**src/rtl/core/slh192_pkg.sv**
```systemverilog
// Package for the 192-bit SHA-1-like hash core.
// Shared constants, command/status structs; no dependencies.
`timescale 1ns / 1ps

package slh192_pkg;

    localparam int WORDS_PER_CHUNK = 16;
    localparam int NUM_CHAIN       = 6;
    localparam int NUM_ROUNDS      = 120;

    localparam logic [6:0] LAST_ROUND = 7'(NUM_ROUNDS - 1);
    localparam logic [2:0] LAST_WORD  = 3'(NUM_CHAIN - 1);

    // Round constants per phase
    localparam logic [31:0] K0 = 32'h5A82799A;
    localparam logic [31:0] K1 = 32'h6ED9EBA1;
    localparam logic [31:0] K2 = 32'h8F1BBCDC;
    localparam logic [31:0] K3 = 32'hCA62C1D6;
    localparam logic [31:0] K5 = 32'hDDB3D743;

    // Chaining start values
    localparam logic [31:0] CHAIN_INIT [NUM_CHAIN] = '{
        32'h67452301, 32'hEFCDAB89, 32'h98BADCFE,
        32'hC3D2A1F0, 32'h10325476, 32'hC3D2A1F0
    };

    // Controller to datapath
    typedef struct packed {
        logic       byte_wr;    // store input byte
        logic       pad_wr;     // store pad byte
        logic       pad_init;   // latch pad value from count after this byte
        logic       load;       // working words <= chain
        logic       round;      // one compression round
        logic [6:0] round_idx;
        logic       add;        // chain += working words
        logic       chain_rst;  // chain back to start values
        logic [2:0] word_sel;   // digest word on output
    } dp_cmd_t;

    // Datapath to controller
    typedef struct packed {
        logic chunk_full;       // next byte write completes the chunk
    } dp_status_t;

endpackage

```
**src/rtl/core/sha1_like_192bit_hash_top.sv**
```systemverilog
// Top level of the 192-bit SHA-1-like hash core.
// Depends on slh192_pkg, slh192_ctrl, slh192_dp.
`timescale 1ns / 1ps

// Byte-serial hash with a 192-bit digest. Bytes are taken one per cycle
// while in_ready is high; is_last ends the message. Every 64th byte starts
// a compression (one load, 120 rounds on a single shared round unit, one
// add-back) during which no byte is taken. After the last byte the pad
// bytes are written one per cycle (up to 64), the final chunk is
// compressed, and six digest words follow, most significant first, one
// per output transfer; final_word marks the sixth. The core then returns
// to its start values and takes the next message.

module sha1_like_192bit_hash_top (
    input  logic        clk,
    input  logic        rst_n,
    input  logic        in_valid,
    output logic        in_ready,
    input  logic [7:0]  data_byte,
    input  logic        is_last,
    output logic        out_valid,
    input  logic        out_ready,
    output logic [31:0] digest_word,
    output logic [2:0]  word_index,
    output logic        final_word
);

    slh192_pkg::dp_cmd_t    cmd;
    slh192_pkg::dp_status_t status;

    // Sequencer
    slh192_ctrl u_ctrl (
        .clk        (clk),
        .rst_n      (rst_n),
        .in_valid   (in_valid),
        .in_ready   (in_ready),
        .is_last    (is_last),
        .out_valid  (out_valid),
        .out_ready  (out_ready),
        .word_index (word_index),
        .final_word (final_word),
        .status     (status),
        .cmd        (cmd)
    );

    // Buffer, chaining words and round logic
    slh192_dp u_dp (
        .clk         (clk),
        .rst_n       (rst_n),
        .cmd         (cmd),
        .data_byte   (data_byte),
        .status      (status),
        .digest_word (digest_word)
    );

endmodule

```
**src/rtl/core/slh192_dp.sv**
```systemverilog
// Datapath: chunk buffer, byte counter, chaining and working words, round logic.
// Depends on slh192_pkg.
`timescale 1ns / 1ps

module slh192_dp (
    input  logic                 clk,
    input  logic                 rst_n,
    input  slh192_pkg::dp_cmd_t  cmd,
    input  logic [7:0]           data_byte,
    output slh192_pkg::dp_status_t status,
    output logic [31:0]          digest_word
);

    logic [31:0] chain_reg [slh192_pkg::NUM_CHAIN];
    logic [31:0] word_buf_reg [slh192_pkg::WORDS_PER_CHUNK];
    logic [5:0]  count_reg;
    logic [7:0]  pad_reg;
    logic [31:0] a_reg, b_reg, c_reg, d_reg, e_reg, f_reg;

    logic        wr_en;
    logic [7:0]  wr_byte;
    logic [5:0]  count_inc;
    logic [6:0]  pad_calc;
    logic [31:0] p_val;
    logic [31:0] k_val;
    logic [31:0] t_val;
    logic [31:0] w_val;

    assign wr_en     = cmd.byte_wr | cmd.pad_wr;
    assign wr_byte   = cmd.byte_wr ? data_byte : pad_reg;
    assign count_inc = count_reg + 6'd1;
    // pad count: 64 - bytes held after the last byte (0 held means 64)
    assign pad_calc  = 7'd64 - {1'b0, count_inc};

    assign status.chunk_full = (count_reg == 6'd63);
    assign digest_word       = chain_reg[cmd.word_sel];

    // Mixing function and constant by phase
    always_comb
    begin
        if (cmd.round_idx < 7'd20)
        begin
            p_val = (b_reg & c_reg) | (~b_reg & d_reg);
            k_val = slh192_pkg::K0;
        end
        else if (cmd.round_idx < 7'd40)
        begin
            p_val = b_reg ^ c_reg ^ d_reg;
            k_val = slh192_pkg::K1;
        end
        else if (cmd.round_idx < 7'd60)
        begin
            p_val = (b_reg & c_reg) | (b_reg & d_reg) | (c_reg & d_reg);
            k_val = slh192_pkg::K2;
        end
        else if (cmd.round_idx < 7'd80)
        begin
            p_val = b_reg ^ c_reg ^ d_reg;
            k_val = slh192_pkg::K3;
        end
        else if (cmd.round_idx < 7'd100)
        begin
            p_val = (a_reg & c_reg) | (a_reg & d_reg) | (c_reg & d_reg);
            k_val = slh192_pkg::K3;
        end
        else
        begin
            p_val = c_reg ^ d_reg ^ e_reg;
            k_val = slh192_pkg::K5;
        end
    end

    assign w_val = word_buf_reg[cmd.round_idx[3:0]];
    assign t_val = {a_reg[4:0], a_reg[31:5]} + p_val + e_reg + k_val + w_val;

    // Byte counter and pad value
    always_ff @(posedge clk or negedge rst_n)
    begin
        if (!rst_n)
        begin
            count_reg <= '0;
        end
        else if (wr_en)
        begin
            count_reg <= count_inc;
        end
    end

    always_ff @(posedge clk)
    begin
        if (cmd.pad_init)
        begin
            pad_reg <= {1'b0, pad_calc};
        end
    end

    // Chunk buffer, big-endian byte lanes
    always_ff @(posedge clk)
    begin
        if (wr_en)
        begin
            word_buf_reg[count_reg[5:2]][{~count_reg[1:0], 3'b000} +: 8] <= wr_byte;
        end
    end

    // Working words
    always_ff @(posedge clk)
    begin
        if (cmd.load)
        begin
            a_reg <= chain_reg[0];
            b_reg <= chain_reg[1];
            c_reg <= chain_reg[2];
            d_reg <= chain_reg[3];
            e_reg <= chain_reg[4];
            f_reg <= chain_reg[5];
        end
        else if (cmd.round)
        begin
            a_reg <= t_val;
            b_reg <= f_reg;
            c_reg <= {b_reg[29:0], b_reg[31:30]};
            d_reg <= c_reg;
            e_reg <= d_reg;
        end
    end

    // Chaining words
    always_ff @(posedge clk or negedge rst_n)
    begin
        if (!rst_n)
        begin
            for (int i = 0; i < slh192_pkg::NUM_CHAIN; i++)
            begin
                chain_reg[i] <= slh192_pkg::CHAIN_INIT[i];
            end
        end
        else if (cmd.chain_rst)
        begin
            for (int i = 0; i < slh192_pkg::NUM_CHAIN; i++)
            begin
                chain_reg[i] <= slh192_pkg::CHAIN_INIT[i];
            end
        end
        else if (cmd.add)
        begin
            chain_reg[0] <= chain_reg[0] + a_reg;
            chain_reg[1] <= chain_reg[1] + b_reg;
            chain_reg[2] <= chain_reg[2] + c_reg;
            chain_reg[3] <= chain_reg[3] + d_reg;
            chain_reg[4] <= chain_reg[4] + e_reg;
            chain_reg[5] <= chain_reg[5] + f_reg;
        end
    end

endmodule

```
**src/rtl/core/slh192_ctrl.sv**
```systemverilog
// Controller: sequences byte intake, padding, rounds, add-back and digest output.
// Depends on slh192_pkg.
`timescale 1ns / 1ps

module slh192_ctrl (
    input  logic                   clk,
    input  logic                   rst_n,
    input  logic                   in_valid,
    output logic                   in_ready,
    input  logic                   is_last,
    output logic                   out_valid,
    input  logic                   out_ready,
    output logic [2:0]             word_index,
    output logic                   final_word,
    input  slh192_pkg::dp_status_t status,
    output slh192_pkg::dp_cmd_t    cmd
);

    localparam logic [2:0] ST_IDLE  = 3'd0;
    localparam logic [2:0] ST_PAD   = 3'd1;
    localparam logic [2:0] ST_LOAD  = 3'd2;
    localparam logic [2:0] ST_ROUND = 3'd3;
    localparam logic [2:0] ST_ADD   = 3'd4;
    localparam logic [2:0] ST_EMIT  = 3'd5;

    // Where to go once a chunk is compressed
    localparam logic [1:0] AFT_IDLE = 2'd0;
    localparam logic [1:0] AFT_PAD  = 2'd1;
    localparam logic [1:0] AFT_EMIT = 2'd2;

    logic [2:0] state_reg, state_next;
    logic [1:0] after_reg, after_next;
    logic [6:0] round_reg, round_next;
    logic [2:0] idx_reg,   idx_next;
    logic       in_xfer;
    logic       out_xfer;

    assign in_ready   = (state_reg == ST_IDLE);
    assign out_valid  = (state_reg == ST_EMIT);
    assign in_xfer    = in_valid & in_ready;
    assign out_xfer   = out_valid & out_ready;
    assign word_index = idx_reg;
    assign final_word = (idx_reg == slh192_pkg::LAST_WORD);

    // Next state and commands
    always_comb
    begin
        state_next = state_reg;
        after_next = after_reg;
        round_next = round_reg;
        idx_next   = idx_reg;
        cmd           = '0;
        cmd.round_idx = round_reg;
        cmd.word_sel  = idx_reg;

        unique case (state_reg)
            ST_IDLE:
            begin
                if (in_xfer)
                begin
                    cmd.byte_wr  = 1'b1;
                    cmd.pad_init = is_last;
                    if (status.chunk_full)
                    begin
                        state_next = ST_LOAD;
                        after_next = is_last ? AFT_PAD : AFT_IDLE;
                    end
                    else if (is_last)
                    begin
                        state_next = ST_PAD;
                    end
                end
            end
            ST_PAD:
            begin
                cmd.pad_wr = 1'b1;
                if (status.chunk_full)
                begin
                    state_next = ST_LOAD;
                    after_next = AFT_EMIT;
                end
            end
            ST_LOAD:
            begin
                cmd.load   = 1'b1;
                round_next = '0;
                state_next = ST_ROUND;
            end
            ST_ROUND:
            begin
                cmd.round  = 1'b1;
                round_next = round_reg + 7'd1;
                if (round_reg == slh192_pkg::LAST_ROUND)
                begin
                    state_next = ST_ADD;
                end
            end
            ST_ADD:
            begin
                cmd.add  = 1'b1;
                idx_next = '0;
                unique case (after_reg)
                    AFT_PAD:  state_next = ST_PAD;
                    AFT_EMIT: state_next = ST_EMIT;
                    default:  state_next = ST_IDLE;
                endcase
            end
            ST_EMIT:
            begin
                if (out_xfer)
                begin
                    if (idx_reg == slh192_pkg::LAST_WORD)
                    begin
                        cmd.chain_rst = 1'b1;
                        state_next    = ST_IDLE;
                    end
                    else
                    begin
                        idx_next = idx_reg + 3'd1;
                    end
                end
            end
            default:
            begin
                state_next = ST_IDLE;
            end
        endcase
    end

    // Control registers
    always_ff @(posedge clk or negedge rst_n)
    begin
        if (!rst_n)
        begin
            state_reg <= ST_IDLE;
            after_reg <= AFT_IDLE;
            round_reg <= '0;
            idx_reg   <= '0;
        end
        else
        begin
            state_reg <= state_next;
            after_reg <= after_next;
            round_reg <= round_next;
            idx_reg   <= idx_next;
        end
    end

endmodule

```
**config.mk**
```make
export PLATFORM = sky130hd
export DESIGN_NAME = sha1_like_192bit_hash_top
export DESIGN_NICKNAME = d
export VERILOG_FILES = /design/src/rtl/core/slh192_pkg.sv /design/src/rtl/core/sha1_like_192bit_hash_top.sv /design/src/rtl/core/slh192_dp.sv /design/src/rtl/core/slh192_ctrl.sv
export SDC_FILE = /design/constraint.sdc
export NUM_CORES = 2
export LEC_CHECK = 0
export BUFFER_PORTS_ARGS = -buffer_cell sky130_fd_sc_hd__buf_2
export CAP_MARGIN = 15
export CORE_MARGIN = 1
export CORE_UTILIZATION = 50
export CTS_BUF_LIST = sky130_fd_sc_hd__clkbuf_4 sky130_fd_sc_hd__clkbuf_8 sky130_fd_sc_hd__clkbuf_16
export DETAILED_ROUTE_END_ITERATION = 7
export PLACE_DENSITY = 0.65
export SLEW_MARGIN = 5
export SYNTH_ARGS = -nofsm -noshare
export SYNTH_HDL_FRONTEND = slang
export SYNTH_HIERARCHICAL = 1
export SYNTH_SLANG_ARGS = --single-unit
```
**constraint.sdc**
```tcl
create_clock -name clk -period 14.63 [get_ports clk]
set_input_delay 0.7315 -clock clk [delete_from_list [all_inputs] [get_ports clk]]
set_output_delay 0.7315 -clock clk [all_outputs]
set_load 0.01 [all_outputs]
```
==> results.sh <==
export IMPL_status="complete, no violations"
export IMPL_synth_fp_nets=4677
export IMPL_antenna_found_initial=0
export IMPL_cp_max_fo=30
export IMPL_start_util_pct=50.7
export IMPL_hold_viol_final=0
export IMPL_synth_top_cell_area_share_pct=39.8
export IMPL_clk_transition_reported_paths_ns=0.06
export IMPL_synth_edf_count=711
export IMPL_largest_register_ffs=512
export IMPL_worstHoldPathType="in -> async"
export IMPL_cp_data_arrival_time_ns=8.45
export IMPL_numPortBuffers=50
export IMPL_die_area_sq_um=109000
export IMPL_post_cts_resized=0
export IMPL_syn_area_per_cell_sq_um=12.6
export IMPL_synth_distinct_cells=92
export IMPL_synth_top_cells_by_area="edfxtp_1, mux4_2, ha_1"
export IMPL_tightest_slew_ns=1.14
export IMPL_synthToLayoutAreaGrowth_pct=9.73
export IMPL_htreeDepth=3
export IMPL_cts_tree="done"
export IMPL_cts_sinks=924
export IMPL_root_buffer="clkbuf_16"
export IMPL_worstSetupStartpointType="flop"
export IMPL_dr_first_iter_drc_count=3243
export IMPL_post_route_util_pct=55.6
export IMPL_cts_hold_buffers_added=0
export IMPL_r2r_cells=26
export IMPL_die_h_um=330
export IMPL_r2r_end="u_dp/a_reg[31]"
export IMPL_yosys_register_bits=924
export IMPL_nets=4687
export IMPL_grt_pass1_wl_um=220000
export IMPL_skew_ns=0.0393
export IMPL_rsz0062_at_grt="false"
export IMPL_critPathRequiredTime_ns=15.09
export IMPL_drt_vias_per_instance=6.17
export IMPL_core_area_sq_um=106000
export IMPL_ys_async_sr_fraction_pct=23.1
export IMPL_drive_gt1_share_pct=17.3
export IMPL_clock_latency_ns=0.72
export IMPL_max_slew_margin_rel_pct=24.3
export IMPL_ios=51
export IMPL_place_hpwl_um=100000
export IMPL_preCtsSetupSlack_ns=6.67
export IMPL_rrSetupSlack_ns=6.63
export IMPL_fin_setup_tns_ns=0
export IMPL_antenna_left=0
export IMPL_grt_max_degree=173
export IMPL_period_share_pct=54.7
export IMPL_timing_rr_start="u_ctrl/round_reg[3]"
export IMPL_syn_inst=4273
export IMPL_overflow=0
export IMPL_post_cts_buffers=0
export IMPL_gp_congestion=0.904
export IMPL_yosysSeqAreaShare_pct=49.9
export IMPL_maxCapViolations=0
export IMPL_grt_pass1_vias=35000
export IMPL_drt_wl_total_um=144000
export IMPL_num_vias=35500
export IMPL_post_drt_wl_per_cell_um=25.0
export IMPL_die_w_um=330
export IMPL_worst_slack_ns=6.63
export IMPL_drc=0
export IMPL_cts_buffers=101
export IMPL_rows=119
export IMPL_critPathCaptureType="flop"
export IMPL_synth_main_ff_cell="edfxtp_1"
export IMPL_clk_path_buf_depth=3
export IMPL_first_pass_iters=6
export IMPL_maxSlewViolCount=0
export IMPL_crit_type="reg -> reg"
export IMPL_min_period_ns=8.00
export IMPL_syn_area_sq_um=53700
export IMPL_clock_fmax_mhz=125
export IMPL_antenna_cells=0
export IMPL_synth_area_leader_cell="edfxtp_1"
export IMPL_ys_warn_count=6
export IMPL_grt_usage_pct=26.9
export IMPL_setup_violations=0
[cell type report]
class,count,area [sq um]
clock inverter,48,621
multi-input combinational,2856,25000
inverter,309,1160
sequential,924,26800
clock buffer,137,2930
tap,1391,1740
fill,8711,47000
timing repair buffer,91,606
[cells in the final DEF (no fill, tap or decap), drive strengths merged, types with 12 or more instances in the layout]
master	Yosys	routed
dfrtp	119	119
a211o	27	27
ha	263	263
o211ai	18	18
a221oi	17	17
clkinv	2	29
o21a	45	45
nand3	40	40
nand2	219	219
and2	12	12
nor2	337	337
dfstp	94	94
o21bai	28	28
or2	13	13
a21oi	227	227
fa	128	128
o22ai	48	48
edfxtp	711	711
nor3	66	66
buf	41	91
mux2	149	149
o21ai	225	225
mux4	192	192
nor2b	22	22
a21o	102	102
o221ai	16	16
and3	23	23
xor2	77	77
nor3b	12	12
clkbuf	143	137
a31oi	22	22
nand2b	32	32
mux2i	119	119
o31ai	17	17
a211oi	73	73
xnor2	154	154
inv	307	312
[worst max path at each step]
stage,startpoint,end,slack (ns),cells past startpoint
floorplan,u_ctrl/round_reg[2],u_dp/a_reg[28],8.34,27
global placement,u_ctrl/round_reg[3],u_dp/a_reg[31],6.78,26
detailed placement,u_ctrl/round_reg[3],u_dp/a_reg[31],6.67,26
CTS,u_ctrl/round_reg[3],u_dp/a_reg[31],6.62,26
global route,u_ctrl/round_reg[3],u_dp/a_reg[31],6.23,26
finish,u_ctrl/round_reg[3],u_dp/a_reg[31],6.63,26
[cells by family (layout without fill, tap and decap cells)]
group,after synthesis,in the layout,share of synthesized area (%)
buffers and inverters,493,585,3.54
adder cells (fa/ha/maj),391,391,10.9
AO/OA/AOI/OAI,947,947,11.5
multiplexers,460,460,13.4
AND/OR/NAND/NOR,827,827,6.97
flip-flops,924,924,49.9
XOR/XNOR,231,231,3.77
[stage by stage]
step           area, sq um  cells  hold slack [ns]
2_1_floorplan        53700   4273            0.436
3_3_place_gp         55300   5569            0.492
3_5_place_dp         55300   5569            0.501
4_1_cts              58900   5754           0.0739
5_1_grt              58900   5756            0.103
6_report             58900   5756           0.0628
[synth_stat cells (8+ instances only)]
master    count
o31ai_1      16
ha_1        263
nand3_1      40
xnor2_1     154
mux2i_1     119
edfxtp_1    711
dfrtp_1     119
o21ai_1      14
nand2_1     219
a31oi_1      22
nand4_1      11
o21ai_0     211
mux4_2      192
inv_1       306
a221oi_1     17
o21a_1       45
nand3b_1     11
o21bai_1     28
fa_1        128
nor2_1      336
nand2b_1     32
mux2_2      147
a21o_1      102
o221ai_1     16
and2_1       11
a211oi_1     71
or3_1        11
nor3b_1       9
clkbuf_1    143
dfstp_2      94
a211o_1      27
or2_2        13
nor2b_1      22
xor2_1       77
a221o_1       8
nor3_1       66
a21oi_1     224
o211ai_1     18
o22ai_1      48
and3_1       23
buf_1        32
[layer usage]
layer	wire (um)	vias up	GRT usage, %
met2	67300	1218	43.0
met4	3530	0	6.94
met3	9520	218	3.84
li1	-	16000	-
met5	0	-	0
met1	63600	18100	38.7
[critical path, stage by stage (launching register included)]
cell and delay, ns:
dfrtp_2 0.66, a41oi_4 0.30, buf_4 0.41, nand2_1 0.67
inv_1 0.19, buf_4 0.34, a221oi_1 0.14, o21ai_0 0.12
o21ai_0 0.13, fa_1 0.48, fa_1 0.52, fa_1 0.41
inv_1 0.07, ha_1 0.15, inv_1 0.06, fa_1 0.47
nor2b_1 0.13, o21a_1 0.13, o21ai_0 0.14, a211o_1 0.35
o21ai_0 0.27, o21a_1 0.27, a31oi_1 0.18, a211oi_1 0.54
a211oi_1 0.18, xnor2_1 0.16, mux2_2 0.26
Power is not shown: default switching activity piles up to over one toggle a cycle in this logic, so the estimate is an artifact.
